## src/rtl/wsdf_pkg.sv

```systemverilog
// ----------------------------------------------------------------------------
// WebSocket frame deframer package
// Parse phases, result kinds, opcodes and header codes for the deframer.
// ----------------------------------------------------------------------------
`default_nettype none

package wsdf_pkg;

    // Parse phase, one-hot.
    typedef enum logic [4:0] {
        PH_HDR0 = 5'b00001,
        PH_HDR1 = 5'b00010,
        PH_EXT  = 5'b00100,
        PH_KEY  = 5'b01000,
        PH_DATA = 5'b10000
    } t_phase;

    // Result kinds.
    localparam logic [1:0] KIND_DATA    = 2'd0;
    localparam logic [1:0] KIND_PONG    = 2'd1;
    localparam logic [1:0] KIND_CLOSE   = 2'd2;
    localparam logic [1:0] KIND_ABANDON = 2'd3;

    // Opcodes.
    localparam logic [3:0] OP_CONT  = 4'h0;
    localparam logic [3:0] OP_TEXT  = 4'h1;
    localparam logic [3:0] OP_CLOSE = 4'h8;
    localparam logic [3:0] OP_PING  = 4'h9;
    localparam logic [3:0] OP_PONG  = 4'hA;

    // Seven-bit length codes that announce an extended length.
    localparam logic [6:0] LEN_EXT16 = 7'd126;
    localparam logic [6:0] LEN_EXT64 = 7'd127;

    // Extension or key bytes still due, minus one.
    localparam logic [2:0] CNT_EXT16 = 3'd1;
    localparam logic [2:0] CNT_EXT64 = 3'd7;
    localparam logic [2:0] CNT_KEY   = 3'd3;

    // Command codes.
    localparam logic CMD_BYTE  = 1'b0;
    localparam logic CMD_RESET = 1'b1;

    localparam logic [31:0] OFFSET_MAX = 32'hFFFF_FFFF;

endpackage : wsdf_pkg

`default_nettype wire

```

## src/rtl/websocket_frame_deframer.sv

```systemverilog
// ----------------------------------------------------------------------------
// WebSocket frame deframer
// Receive-side frame parser: header, extended length, mask key, unmasking and
// message reassembly, one stream byte per clock while no result is stalled.
// ----------------------------------------------------------------------------
// The deframer accepts one received byte (or a new-connection command) per
// clock unless the result register stalls, and gives at most one result per
// byte, which passes through the input register and then the result register.
// The rate is one transaction per clock; the longest path is the 64-bit
// decrement and compare of the remaining payload length together with
// the per-byte parse decision. A result waiting in the output register holds
// the parser: the input register and the result register advance together
// only while the result register is empty or is being taken, so during such
// a stall one further byte can wait in the input register and no more.
// Bytes that produce no result (header, length and key bytes, close and pong
// payload) pass through the parser under the same condition and update its
// state.
`default_nettype none

module websocket_frame_deframer (
    input  wire logic        i_clk,
    input  wire logic        i_rst_n,
    // Input channel.
    input  wire logic        i_valid,
    output logic             o_ready,
    input  wire logic        i_command,
    input  wire logic [7:0]  i_rx_byte,
    // Result channel.
    output logic             o_valid,
    input  wire logic        i_ready,
    output logic [1:0]       o_kind,
    output logic             o_has_byte,
    output logic [7:0]       o_data_byte,
    output logic [3:0]       o_msg_opcode,
    output logic [31:0]      o_offset,
    output logic             o_last
);

    import wsdf_pkg::*;

    // ------------------------------------------------------------------
    // Input register. It is taken whenever it is empty or its transaction
    // is being processed in this cycle.
    // ------------------------------------------------------------------
    logic       r_in_valid;
    logic       r_in_command;
    logic [7:0] r_in_byte;

    logic       advance;   // result register can take a new value
    logic       fire;      // the held transaction is processed this cycle

    assign advance = !o_valid || i_ready;
    assign fire    = r_in_valid && advance;
    assign o_ready = !r_in_valid || advance;

    always_ff @(posedge i_clk) begin
        if (!i_rst_n) begin
            r_in_valid <= 1'b0;
        end else if (o_ready) begin
            r_in_valid <= i_valid;
        end
    end

    always_ff @(posedge i_clk) begin
        if (o_ready && i_valid) begin
            r_in_command <= i_command;
            r_in_byte    <= i_rx_byte;
        end
    end

    // ------------------------------------------------------------------
    // Parse state.
    // ------------------------------------------------------------------
    t_phase      r_phase,        n_phase;
    logic        r_frame_fin,    n_frame_fin;
    logic [3:0]  r_frame_opcode, n_frame_opcode;
    logic        r_frame_masked, n_frame_masked;
    logic [63:0] r_remaining,    n_remaining;
    logic [2:0]  r_hdr_count,    n_hdr_count;
    logic [31:0] r_mask_key,     n_mask_key;
    logic [1:0]  r_mask_index,   n_mask_index;
    logic [3:0]  r_msg_opcode,   n_msg_opcode;
    logic        r_msg_open,     n_msg_open;
    logic [31:0] r_msg_offset,   n_msg_offset;
    logic [31:0] r_ping_offset,  n_ping_offset;

    // Result of the current transaction.
    logic        res_valid;
    logic [1:0]  res_kind;
    logic        res_has_byte;
    logic [7:0]  res_byte;
    logic [31:0] res_offset;
    logic        res_last;

    always_comb begin
        logic [3:0] op;
        logic [6:0] len7;
        logic [7:0] key_byte;
        logic [7:0] d;
        logic       frame_end;
        logic       do_after_len;
        logic       do_begin;

        n_phase        = r_phase;
        n_frame_fin    = r_frame_fin;
        n_frame_opcode = r_frame_opcode;
        n_frame_masked = r_frame_masked;
        n_remaining    = r_remaining;
        n_hdr_count    = r_hdr_count;
        n_mask_key     = r_mask_key;
        n_mask_index   = r_mask_index;
        n_msg_opcode   = r_msg_opcode;
        n_msg_open     = r_msg_open;
        n_msg_offset   = r_msg_offset;
        n_ping_offset  = r_ping_offset;

        res_valid    = 1'b0;
        res_kind     = KIND_DATA;
        res_has_byte = 1'b0;
        res_byte     = 8'd0;
        res_offset   = 32'd0;
        res_last     = 1'b0;

        op           = r_in_byte[3:0];
        len7         = r_in_byte[6:0];
        key_byte     = 8'd0;
        d            = r_in_byte;
        frame_end    = 1'b0;
        do_after_len = 1'b0;
        do_begin     = 1'b0;

        if (r_in_command == CMD_RESET) begin
            n_phase        = PH_HDR0;
            n_frame_fin    = 1'b0;
            n_frame_opcode = OP_CONT;
            n_frame_masked = 1'b0;
            n_remaining    = 64'd0;
            n_hdr_count    = 3'd0;
            n_mask_key     = 32'd0;
            n_mask_index   = 2'd0;
            n_msg_opcode   = OP_TEXT;
            n_msg_open     = 1'b0;
            n_msg_offset   = 32'd0;
            n_ping_offset  = 32'd0;
        end else begin
            case (r_phase)
                PH_HDR1: begin
                    n_frame_masked = r_in_byte[7];
                    n_remaining    = 64'd0;
                    if (len7 == LEN_EXT16) begin
                        n_phase     = PH_EXT;
                        n_hdr_count = CNT_EXT16;
                    end else if (len7 == LEN_EXT64) begin
                        n_phase     = PH_EXT;
                        n_hdr_count = CNT_EXT64;
                    end else begin
                        n_remaining  = {57'd0, len7};
                        do_after_len = 1'b1;
                    end
                end
                PH_EXT: begin
                    n_remaining = {r_remaining[55:0], r_in_byte};
                    if (r_hdr_count == 3'd0) begin
                        do_after_len = 1'b1;
                    end else begin
                        n_hdr_count = r_hdr_count - 3'd1;
                    end
                end
                PH_KEY: begin
                    n_mask_key = {r_mask_key[23:0], r_in_byte};
                    if (r_hdr_count == 3'd0) begin
                        do_begin = 1'b1;
                    end else begin
                        n_hdr_count = r_hdr_count - 3'd1;
                    end
                end
                PH_DATA: begin
                    case (r_mask_index)
                        2'd0:    key_byte = r_mask_key[31:24];
                        2'd1:    key_byte = r_mask_key[23:16];
                        2'd2:    key_byte = r_mask_key[15:8];
                        default: key_byte = r_mask_key[7:0];
                    endcase
                    if (r_frame_masked) begin
                        d = r_in_byte ^ key_byte;
                    end
                    n_mask_index = r_mask_index + 2'd1;
                    n_remaining  = r_remaining - 64'd1;
                    frame_end    = (r_remaining == 64'd1);
                    if (frame_end) begin
                        n_phase = PH_HDR0;
                    end
                    if (r_frame_opcode == OP_PING) begin
                        res_valid     = 1'b1;
                        res_kind      = KIND_PONG;
                        res_has_byte  = 1'b1;
                        res_byte      = d;
                        res_offset    = r_ping_offset;
                        res_last      = frame_end;
                        n_ping_offset = (r_ping_offset == OFFSET_MAX) ?
                                        r_ping_offset : r_ping_offset + 32'd1;
                    end else if (r_frame_opcode == OP_CLOSE) begin
                        if (frame_end) begin
                            res_valid = 1'b1;
                            res_kind  = KIND_CLOSE;
                        end
                    end else if (r_frame_opcode != OP_PONG) begin
                        res_valid    = 1'b1;
                        res_kind     = KIND_DATA;
                        res_has_byte = 1'b1;
                        res_byte     = d;
                        res_offset   = r_msg_offset;
                        res_last     = frame_end && r_frame_fin;
                        n_msg_offset = (r_msg_offset == OFFSET_MAX) ?
                                       r_msg_offset : r_msg_offset + 32'd1;
                        if (frame_end && r_frame_fin) begin
                            n_msg_open   = 1'b0;
                            n_msg_offset = 32'd0;
                        end
                    end
                end
                default: begin
                    // First header byte; an unknown phase is treated the same.
                    n_frame_fin    = r_in_byte[7];
                    n_frame_opcode = op;
                    n_phase        = PH_HDR1;
                    n_mask_index   = 2'd0;
                    if (op == OP_PING) begin
                        n_ping_offset = 32'd0;
                    end else if (!(op inside {OP_CLOSE, OP_PING, OP_PONG})) begin
                        if (op != OP_CONT) begin
                            // A new data frame abandons any open message.
                            if (r_msg_open) begin
                                res_valid  = 1'b1;
                                res_kind   = KIND_ABANDON;
                                res_offset = r_msg_offset;
                            end
                            n_msg_opcode = op;
                            n_msg_offset = 32'd0;
                        end
                        n_msg_open = r_in_byte[7] ? r_msg_open : 1'b1;
                    end
                end
            endcase

            // Length complete: go on to the mask key, or straight to payload.
            if (do_after_len) begin
                if (n_frame_masked) begin
                    n_phase     = PH_KEY;
                    n_hdr_count = CNT_KEY;
                    n_mask_key  = 32'd0;
                end else begin
                    do_begin = 1'b1;
                end
            end

            // Header complete: a frame with an empty payload ends here.
            if (do_begin) begin
                n_mask_index = 2'd0;
                if (n_remaining != 64'd0) begin
                    n_phase = PH_DATA;
                end else begin
                    n_phase = PH_HDR0;
                    if (r_frame_opcode == OP_PING) begin
                        res_valid = 1'b1;
                        res_kind  = KIND_PONG;
                        res_last  = 1'b1;
                    end else if (r_frame_opcode == OP_CLOSE) begin
                        res_valid = 1'b1;
                        res_kind  = KIND_CLOSE;
                    end else if (r_frame_opcode != OP_PONG && r_frame_fin) begin
                        // End marker only if the message already gave out bytes.
                        if (r_msg_offset != 32'd0) begin
                            res_valid  = 1'b1;
                            res_kind   = KIND_DATA;
                            res_offset = r_msg_offset;
                            res_last   = 1'b1;
                        end
                        n_msg_open   = 1'b0;
                        n_msg_offset = 32'd0;
                    end
                end
            end
        end
    end

    always_ff @(posedge i_clk) begin
        if (!i_rst_n) begin
            r_phase        <= PH_HDR0;
            r_frame_fin    <= 1'b0;
            r_frame_opcode <= OP_CONT;
            r_frame_masked <= 1'b0;
            r_remaining    <= 64'd0;
            r_hdr_count    <= 3'd0;
            r_mask_key     <= 32'd0;
            r_mask_index   <= 2'd0;
            r_msg_opcode   <= OP_TEXT;
            r_msg_open     <= 1'b0;
            r_msg_offset   <= 32'd0;
            r_ping_offset  <= 32'd0;
        end else if (fire) begin
            r_phase        <= n_phase;
            r_frame_fin    <= n_frame_fin;
            r_frame_opcode <= n_frame_opcode;
            r_frame_masked <= n_frame_masked;
            r_remaining    <= n_remaining;
            r_hdr_count    <= n_hdr_count;
            r_mask_key     <= n_mask_key;
            r_mask_index   <= n_mask_index;
            r_msg_opcode   <= n_msg_opcode;
            r_msg_open     <= n_msg_open;
            r_msg_offset   <= n_msg_offset;
            r_ping_offset  <= n_ping_offset;
        end
    end

    // ------------------------------------------------------------------
    // Result register. The message opcode shown is the one held before
    // this transaction, so an abandon report carries the old message's
    // opcode.
    // ------------------------------------------------------------------
    logic r_out_valid;

    always_ff @(posedge i_clk) begin
        if (!i_rst_n) begin
            r_out_valid <= 1'b0;
        end else if (advance) begin
            r_out_valid <= fire && res_valid;
        end
    end

    always_ff @(posedge i_clk) begin
        if (fire && res_valid) begin
            o_kind       <= res_kind;
            o_has_byte   <= res_has_byte;
            o_data_byte  <= res_byte;
            o_msg_opcode <= r_msg_opcode;
            o_offset     <= res_offset;
            o_last       <= res_last;
        end
    end

    assign o_valid = r_out_valid;

endmodule : websocket_frame_deframer

`default_nettype wire
```

## config.mk

```make
export PLATFORM = sky130hd
export DESIGN_NAME = websocket_frame_deframer
export DESIGN_NICKNAME = d
export VERILOG_FILES = /design/src/rtl/wsdf_pkg.sv /design/src/rtl/websocket_frame_deframer.sv
export SDC_FILE = /design/constraint.sdc
export NUM_CORES = 1
export LEC_CHECK = 0
export BUFFER_PORTS_ARGS = -buffer_cell sky130_fd_sc_hd__buf_2
export CORE_AREA = 2 2 192 156
export DETAILED_ROUTE_END_ITERATION = 10
export DIE_AREA = 0 0 194 158
export PLACE_DENSITY = 0.66
export SKIP_LAST_GASP = 1
export SLEW_MARGIN = 20
export SYNTH_ARGS = -nofsm -noshare
export SYNTH_HDL_FRONTEND = slang
export SYNTH_SLANG_ARGS = --single-unit
```

## constraint.sdc

```tcl
create_clock -name i_clk -period 7.15 [get_ports i_clk]
set_input_delay 0 -clock i_clk [delete_from_list [all_inputs] [get_ports i_clk]]
set_output_delay 0 -clock i_clk [all_outputs]
set_load 0.05 [all_outputs]
```

* Word level (Yosys, flattened, before mapping)
Cells that the tools add are included.
Widths: inputs -> output; s select.
** Storage, ports and cells
- Flip-flop bits (word level) :: 240
- Logic and storage cells :: 224
** Operators by class
- Add/subtract/negate cells :: 5
- Equality and inequality tests :: 24
- Multiplexer cells :: 146
- Bitwise logic cells :: 2
- Reductions and logical operators :: 25
** Operators with widths (count)
- $mux 32 :: 35
- $pmux 32 s2 :: 3
- $pmux 64 s3 :: 1
- $mux 64 :: 2
- $add 32x1->32 const B :: 2
- $eq 32x32->1 const B :: 2
- $eq 64x1->1 const B :: 1
- $reduce_bool 64->1 :: 1
- $sub 64x1->64 const B :: 1
- $mux 1 :: 53
- $mux 8 :: 6
- $mux 5 :: 8
- $reduce_bool 32->1 :: 1
- $mux 2 :: 15
- $mux 4 :: 7
- $pmux 8 s3 :: 1
- $eq 4x4->1 const B :: 5
- $mux 3 :: 6
- $pmux 5 s3 :: 1
- $eq 7x7->1 const B :: 2
- $mux 7 :: 2
- $reduce_and 5->1 :: 2
- $pmux 2 s2 :: 2
- $xor 8x8->8 :: 1
- other kinds (28) :: 42

* Longest topological paths before layout
Gate-level depths: netlist (run 1).
- Depth after elaboration :: 13
- Gate-level depth with buffers :: 17

* Worst setup path after synthesis (run 1)
OpenSTA, ideal clock, no wires.
- Path kind :: reg-to-reg
- Start point :: register r_remaining[1]
- End point :: register o_data_byte[0] (enable)
- Library setup time :: 0.410 ns
- Arrival time :: 4.424 ns
- Required time :: 6.740 ns
- Setup slack :: 2.316 ns
- Cell stages (with the launch flop) :: 13
- Period minus slack after synthesis :: 4.834 ns
- Path through :: dfxtp_1 > inv_1 > ha_1 > nor3b_1 > nand3_2 > nor4_1 > mux2_2 > a222oi_1 > nand4_1 > nor4_2 > nand4_2 > nor3_1 > o21a_1
** On the way
- Word-level cells in the longest chain between the ends :: 13
- Elaborated cells on any way between the ends :: 17
** Ends and longest elaborated chain
- start: declaration :: RTL line websocket_frame_deframer.sv:78 : logic [63:0] r_remaining, n_remaining;
- start signal: assignment :: RTL line websocket_frame_deframer.sv:306 : r_remaining <= n_remaining;
- branches (longest 10 deep; another with $sub 64x1->64)
- $mux 1 * :: RTL line websocket_frame_deframer.sv:258 : if (do_begin) begin
- $mux 1 * :: RTL line websocket_frame_deframer.sv:132 : if (r_in_command == CMD_RESET) begin
- $logic_and 1x1->1 * :: RTL line websocket_frame_deframer.sv:333 : if (fire && res_valid) begin
- end signal: assignment :: RTL line websocket_frame_deframer.sv:336 : o_data_byte <= res_byte;
- end: declaration :: RTL line websocket_frame_deframer.sv:33 : output logic [7:0] o_data_byte,
Every way passes the cells marked *. The select of a mux whose other input is x is not followed.
A chain may end at the register's enable or synchronous reset.

* Worst setup path after layout (run 1)
- Start point :: register r_remaining[17]
- End point :: register o_offset[11] (enable)
** On the way
- Word-level cells in the longest chain between the ends :: 13
- Elaborated cells on any way between the ends :: 17
** Ends and longest elaborated chain
- branches (longest 10 deep; another with $sub 64x1->64)
- $mux 1 * :: RTL line websocket_frame_deframer.sv:258
- $mux 1 * :: RTL line websocket_frame_deframer.sv:132
- $logic_and 1x1->1 * :: RTL line websocket_frame_deframer.sv:333
- end signal: assignment :: RTL line websocket_frame_deframer.sv:338 : o_offset <= res_offset;
- end: declaration :: RTL line websocket_frame_deframer.sv:35 : output logic [31:0] o_offset,
Marks and branches as above.

==> reports/results.tsv, run 1 <==
stage	metric	value	unit
status	status	completed	
route	vias post-DR	13880	
cells_and_area	share of post-route cells with drive strength above 1	0.09643	
worst_setup_path	Startpoint Class	register	
sta	final period utilization	0.8008	
power	pwr dens	186.1	mW/mm^2
die	Die Area	0.03065	sq mm
placed_design	number of port buffers	62	
grt	number of global-route vias before repair	12440	
synthesis	Post-Syn Area	0.01421	sq mm
sta	clock skew	0.02999	ns
grt	largest net degree at the start of global routing	94	
clock_network	H-tree levels	1	
cells_and_area	Area growth, synth to finish	9.125	%
worst_setup_path	family with the most delay on the worst path	simple AND/OR/NAND/NOR gates	
worst_setup_path	critical path arrival	5.95	ns
power	Leak Pwr	5.334	nW
worst_setup_path	Crit path top cell by count	nand4_1	
sta	Worst slew margin	0.3001	
placed_design	HPWL after DPL	29510	um
sta	Fmax	174.6	MHz
route	via/cell ratio	6.487	
worst_setup_path	CP max FO	33	
synthesis	Syn Nets	1795	
synthesis	top cells by count, synth	nand2_1, dfxtp_1, nor2_1	
synthesis	synthesized area per cell	8.022	sq um
clock_network	Clk Latency, worst-skew pair	0.56	ns
clock_network	post_cts resized	0	
cells_and_area	Non-Filler Instances	2140	
die	starting density of the core	0.4921	
route	DR pass1 iterations	10	
worst_setup_path	Crit-path slowest cell	nor4_1	
sta	final slew viol count	0	
worst_setup_path	Worst Path Required	7.37	ns
die	chip width	194	um
route	1st-iter DRT viols	1976	
sta	Worst-Margin Slew	1.047	ns
synthesis	Post-synth EDFFs	57	
die	# IOs	63	
grt	initial antenna violation count	0	
synthesis	Synth cell types	90	
synthesis	Post-Syn Instances	1771	
route	total wire length	44590	um
die	# rows	56	
synthesis	Yosys top cell by area	dfxtp_1	
grt	overall routing resource usage	0.2844	
cells_and_area	ant diodes	0	
power	maximum vdd drop	211.1	uV
clock_network	Num CTS Buffers	27	
clock_network	Sink Count	240	
clock_network	Max clock buf depth	3	
worst_setup_path	reg-to-reg setup timing slack	1.42	ns
synthesis	asr flop ratio synth	0	
sta	final critical-path required period	5.726	ns
synthesis	Seq/Total Area, Yosys	0.3784	
route	drt drc	0	
worst_hold_path	hold endpoint	r_phase[0]	
grt	first-pass GRT wire length	71150	um
synthesis	Top FF cell, synth	dfxtp_1	
sta	TNS Setup	0	ns
placed_design	placed insts	2078	
clock_network	CTS Root Cell	clkbuf_16	
synthesis	synth top area cells	dfxtp_1, edfxtp_1, nand2_1	
synthesis	synth warn	0	
worst_hold_path	Worst Hold Class	input port to register	
worst_setup_path	crit path cell chain	nor3_2 > nand4_1 > nor4_1 > mux2_2 > a222oi_1 > nand4_1 > nor4_2 > nand4_2 > nor3_1 > o21a_2 > buf_4	
placed_design	gp weighted congestion	0.9430	
worst_hold_path	hold depth	3	
worst_setup_path	R2R depth	11	
worst_setup_path	Crit path buffers/inverters	1	
die	die span in y	158	um
synthesis	Synth top area share	0.2579	
sta	Final Hold Vio Count	0	
sta	Finish-stage setup viols	0	
die	core area	0.02887	sq mm
synthesis	Seq cells post-synth	240	
synthesis	most common cell in the netlist	nand2_1	
worst_setup_path	Worst path max stage delay	0.96	ns
worst_setup_path	crit end category	register	
clock_network	TritonCTS clock tree	done	
worst_setup_path	R2R Path End	o_offset[11]	
clock_network	Worst-path clk slew	0.07	ns
route	ANT nets after route	0	
grt	overflow left after global routing	0	
route	WL per Instance	20.84	um
sta	RSZ-0062 raised after global routing	false	
cells_and_area	fill count	2721	
cells_and_area	fin nets	1767	
clock_network	Post-CTS Setup Inserts	0	
worst_hold_path	HP Start	i_rst_n	
flow_run	# Max-Cap Violations	0	
worst_setup_path	R2R Path Start	r_remaining[17]	
worst_setup_path	critical path class	register to register	
logic make-up after synthesis:
logic type               synth area share
adder cells (fa/ha/maj)           0.01039
flip-flops                         0.3784
XOR/XNOR                          0.02774
AO/OA/AOI/OAI                      0.2415
multiplexers                     0.004316
buffers and inverters             0.05452
AND/OR/NAND/NOR                    0.2832
final cells by class:
class / count / area, sq um / share of cell area
Multi-Input combinational cell: 1350 / 8112 / 0.5232
Sequential cell: 240 / 5375 / 0.3467
Clock buffer: 31 / 690.7 / 0.04455
Timing Repair Buffer: 97 / 606.8 / 0.03914
Tap cell: 377 / 471.7 / 0.03043
Clock inverter: 18 / 145.1 / 0.009362
Inverter: 27 / 101.3 / 0.006538
metal layers:
metal | track usage | wire (um)
met1 | 0.4189 | 20090
met2 | 0.4296 | 19120
met3 | 0.04879 | 4268
met4 | 0.07251 | 1118
met5 | 0 | 0
sequential cells by signal (all words and copies together), names as in the netlist:
register / flops
r_msg_offset: 32
r_mask_index: 2
r_hdr_count: 3
r_mask_key: 32
r_msg_open: 1
r_in_byte: 8
o_kind: 2
o_valid: 1
r_remaining: 64
r_frame_masked: 1
o_has_byte: 1
o_offset: 32
r_phase: 5
r_frame_opcode: 4
r_ping_offset: 32
r_in_command: 1
o_msg_opcode: 4
r_frame_fin: 1
r_msg_opcode: 4
o_data_byte: 8
r_in_valid: 1
o_last: 1
worst register-to-register path: cells and delay by family (launching register included):
family                 cells  cell delay (ns)
AND/OR/NAND/NOR            7             3.00
AO/OA/AOI/OAI              2             1.12
flip-flops                 1             0.43
multiplexers               1             0.41
buffers and inverters      1             0.41
worst max path at each step:
stage	to	start	depth (start not counted)	slack, ns
floorplan	o_data_byte[0]	r_remaining[1]	12	2.32
global placement	o_offset[7]	r_phase[4]	11	1.69
detailed placement	o_offset[10]	r_remaining[11]	11	1.60
CTS	o_offset[11]	r_remaining[11]	11	1.56
global route	o_offset[11]	r_remaining[11]	11	1.15
finish	o_offset[11]	r_remaining[17]	11	1.42
report_power, final:
| group | switching, W | internal [W] |
|---|---|---|
| Combinational | 0.0000928 | 0.0000360 |
| Sequential | 0.0000173 | 0.00139 |
| Clock | 0.000583 | 0.000764 |
repair_timing:
action,in CTS,in global routing
hold endpoints to repair,11,0
hold buffers,12,0
endpoints found under the setup margin,0,0
metrics by stage:
| step | power [W] | hold WS [ns] | util | area (sq um) | setup slack [ns] |
|---|---|---|---|---|---|
| 6_report | 0.002885 | 0.1298 | 0.5370 | 15500 | 1.424 |
| 5_1_grt | 0.002972 | 0.1410 | 0.5370 | 15500 | 1.152 |
| 4_1_cts | 0.002904 | 0.1242 | 0.5361 | 15480 | 1.561 |
| 3_5_place_dp | 0.001560 | 0.1781 | 0.5030 | 14520 | 1.596 |
| 3_3_place_gp | 0.001558 | 0.1768 | 0.5030 | 14520 | 1.694 |
| 2_1_floorplan | 0.001519 | 0.09887 | - | 14210 | 2.316 |
cells in the final DEF (no fill, tap or decap), types with 7 or more instances in the layout:
cell	count
or3_1	21
o211a_1	7
nor2b_1	56
o311a_1	8
o21ai_0	131
and4_1	16
a22o_1	32
a31oi_1	16
nor4_1	33
nor3_1	40
or4_1	11
edfxtp_1	57
clkinv_1	9
or2_2	8
a21boi_0	12
nor2_1	132
xor2_1	31
a22oi_1	64
dlygate4sd3_1	12
and3_1	9
clkbuf_16	27
buf_4	22
nand2b_1	13
xnor2_1	14
o211ai_1	15
inv_1	27
o31ai_1	14
a21o_1	12
dfxtp_1	183
nand4_1	54
and2_1	34
nand2_1	238
a21oi_1	112
buf_2	62
a222oi_1	13
nand3_1	59
ha_1	11
(Power assumes the default switching activity.)
==> run 2, diff against run 1 <==
--- a/config.mk
+++ b/config.mk
@@ -5,10 +5,11 @@
 export SDC_FILE = /design/constraint.sdc
 export NUM_CORES = 1
 export LEC_CHECK = 0
+export ABC_AREA = 1
 export BUFFER_PORTS_ARGS = -buffer_cell sky130_fd_sc_hd__buf_2
-export CORE_AREA = 2 2 192 156
+export CORE_AREA = 2 2 206 167
 export DETAILED_ROUTE_END_ITERATION = 10
-export DIE_AREA = 0 0 194 158
+export DIE_AREA = 0 0 208 169
 export PLACE_DENSITY = 0.66
 export SKIP_LAST_GASP = 1
 export SLEW_MARGIN = 20
==> constraint.sdc (replaced) <==
create_clock -name i_clk -period 5.45 [get_ports i_clk]
set_input_delay 0 -clock i_clk [delete_from_list [all_inputs] [get_ports i_clk]]
set_output_delay 0 -clock i_clk [all_outputs]
set_load 0.05 [all_outputs]
==> reports/results.tsv, run 2 <==
stage	metric	value	unit	change
die	starting density of the core	0.4933		+0.001176
synthesis	synth top area cells	dfxtp_1, nand2_1, edfxtp_1		
worst_setup_path	Worst path max stage delay	0.83	ns	-0.13 ns
route	WL per Instance	19.26	um	-7.6%
synthesis	Synth cell types	51		-43%
synthesis	most common cell in the netlist	nand2_1		
worst_setup_path	Startpoint Class	register		
power	Reg power frac	0.469		-0.020
cells_and_area	Storage cell area	0.005375	sq mm	unchanged
cells_and_area	fill count	3397		+25%
cells_and_area	max reg flops	64		unchanged
route	vias post-DR	18260		+32%
power	Logic pwr share	0.055		+0.010
clock_network	CTS Root Cell	clkbuf_16		
sta	final slew viol count	0		unchanged
power	sw frac	0.2495		+0.009440
route	Metal-1 WL	26920	um	+34%
synthesis	Post-Syn Instances	2642		+49%
cells_and_area	Non-Filler Instances	3094		+45%
die	core area	0.03318	sq mm	+15%
route	DR WL met3	7484	um	+75%
worst_setup_path	family with the most delay on the worst path	simple AND/OR/NAND/NOR gates		
power	clock share of power	0.475		+0.008
power	switching power total	0.0009833	W	+42%
power	Leak Pwr	7.432	nW	+39%
cells_and_area	post-layout util	0.5391		+0.002050
clock_network	H-tree levels	1		unchanged
grt	overflow left after global routing	0		unchanged
die	# IOs	63		unchanged
clock_network	Post-CTS Setup Inserts	0		unchanged
clock_network	TritonCTS clock tree	done		
placed_design	HPWL after DPL	42190	um	+43%
synthesis	Post-synth EDFFs	57		unchanged
sta	Worst slew margin	0.3398		+0.03972
cells_and_area	post-route cell area	0.01789	sq mm	+15%
cells_and_area	share of post-route cells with drive strength above 1	0.07030		-0.02613
grt	number of global-route vias before repair	16490		+33%
route	total wire length	59590	um	+34%
grt	overall routing resource usage	0.3308		+0.04649
clock_network	Worst-path clk slew	0.07	ns	about the same
route	highest metal used	met4		
synthesis	Seq cells post-synth	240		unchanged
route	1st-iter DRT viols	2128		+7.7%
power	Int Pwr	0.002957	W	+35%
sta	Finish-stage setup viols	0		unchanged
worst_setup_path	critical path arrival	5.33	ns	-0.62 ns
cells_and_area	commonest non-fill, non-tap cells in the layout	nand2_1, nor2_1, inv_1, nand3_1, a21oi_1		
sta	clock skew	0.01518	ns	-0.01481 ns
sta	Worst-Margin Slew	0.9903	ns	-0.05705 ns
placed_design	placed cell area	0.01685	sq mm	+16%
cells_and_area	fin nets	2663		+51%
worst_hold_path	Worst Hold Class	input port to register		
placed_design	gp weighted congestion	1.004		+6.5%
die	Die Area	0.03515	sq mm	+15%
cells_and_area	multi-input gate area in the final layout	0.009470	sq mm	+17%
worst_setup_path	Worst Path Required	5.76	ns	-1.61 ns
worst_setup_path	critical path class	register to register		
synthesis	Syn Nets	2666		+49%
grt	first-pass GRT wire length	93010	um	+31%
route	DR WL met2	23910	um	+25%
sta	final critical-path required period	5.019	ns	-0.7071 ns
clock_network	Sink Count	240		unchanged
cells_and_area	Biggest register	r_remaining		
clock_network	Clk Latency, worst-skew pair	0.57	ns	about the same
synthesis	Top FF cell, synth	dfxtp_1		
synthesis	asr flop ratio synth	0		unchanged
sta	Fmax	199.3	MHz	+14%
route	DR pass1 iterations	8		-2
placed_design	placed insts	3029		+46%
route	ANT nets after route	0		unchanged
placed_design	number of port buffers	62		unchanged
synthesis	top cells by count, synth	nand2_1, nor2_1, inv_1		
die	chip width	208	um	+7.2%
clock_network	Max clock buf depth	3		unchanged
sta	Final Hold Vio Count	0		unchanged
synthesis	synthesized area per cell	6.195	sq um	-23%
grt	largest net degree at the start of global routing	72		-23%
clock_network	post_cts resized	0		unchanged
die	die span in y	169	um	+7.0%
die	# rows	60		+7.1%
synthesis	Post-Syn Area	0.01637	sq mm	+15%
status	status	completed		
clock_network	hold_buf cts	14		+2
sta	final period utilization	0.9209		+0.1200
worst_setup_path	crit path cell chain	nor2_2 > nand3_2 > nand3_2 > clkinv_2 > a22oi_1 > nand2_1 > nor2_1 > nand2_1 > nor2_1 > nand2_1 > nor2_4 > nand4_4 > nor2_1 > nor2_1		
sta	RSZ-0062 raised after global routing	false		
synthesis	Synth top area share	0.2238		-0.03406
worst_setup_path	Crit-path slowest cell	clkinv_2		
power	maximum vdd drop	236.2	uV	+12%
worst_setup_path	Crit path buffers/inverters	1		unchanged
sta	TNS Setup	0	ns	unchanged
route	drt drc	0		unchanged
cells_and_area	ant diodes	0		unchanged
clock_network	Num CTS Buffers	28		+3.7%
worst_setup_path	CP max FO	64		+94%
cells_and_area	Area growth, synth to finish	9.280	%	
power	pwr dens	220.3	mW/mm^2	+18%
grt	initial antenna violation count	0		unchanged
synthesis	Seq/Total Area, Yosys	0.3284		-0.04998
flow_run	# Max-Cap Violations	0		unchanged
route	via/cell ratio	5.902		-9.0%
worst_setup_path	Crit path top cell by count	nor2_1		
synthesis	Yosys top cell by area	dfxtp_1		
synthesis	synth warn	0		unchanged
cells_and_area	commonest non-fill, non-tap cell in the layout	nand2_1		
worst_setup_path	crit end category	register		
==> run 2: path summary, 6_finish.rpt <==
| kind | startpoint | end | slack (ns) | depth (start not counted) |
|---|---|---|---|---|
| max reg2reg | r_phase[0] | o_offset[1] | 0.43 | 14 |
| min reg2reg | r_msg_opcode[0] | o_msg_opcode[0] | 0.44 | 0 |
| max | r_phase[0] | o_offset[1] | 0.43 | 14 |
| min | i_rx_byte[2] | r_in_byte[2] | 0.15 | 2 |
==> run 2: cells by family after synthesis <==
logic type,share of synthesized area
buffers and inverters,0.09471
AO/OA/AOI/OAI,0.1760
XOR/XNOR,0.005886
AND/OR/NAND/NOR,0.3866
flip-flops,0.3284
adder cells (fa/ha/maj),0.008408
==> run 2: area by class of cell <==
class	instances	area share
clock inverter	14	0.007205
clock buffer	37	0.04281
sequential	240	0.3005
multi-input combinational	2008	0.5294
tap	434	0.03036
inverter	267	0.05624
timing repair buffer	94	0.03344
==> run 2: routing by layer <==
metal / vias to the layer above / track usage
met5: - / 0
met4: 0 / 0.08356
met3: 98 / 0.09481
met2: 952 / 0.4650
met1: 8450 / 0.4918
li1: 8762 / -
==> run 2: stage by stage <==
stage	total power, W	hold WS (ns)	worst slack, ns
3_3_place_gp	0.002088	0.1808	1.116
5_1_grt	0.004047	0.1376	0.03813
6_report	0.003940	0.1458	0.4313
3_5_place_dp	0.002090	0.1796	0.9861
2_1_floorplan	0.002015	0.06893	2.047
4_1_cts	0.003966	0.1269	0.9612
==> run 2: power by group through the flow <==
stage	sequential (W)	combinational, W	clock [W]
floorplan	0.00188	0.000133	0
global placement	0.00189	0.000202	0
global route	0.00185	0.000234	0.00196
finish	0.00185	0.000218	0.00187
detailed placement	0.00189	0.000204	0
CTS	0.00185	0.000213	0.00191
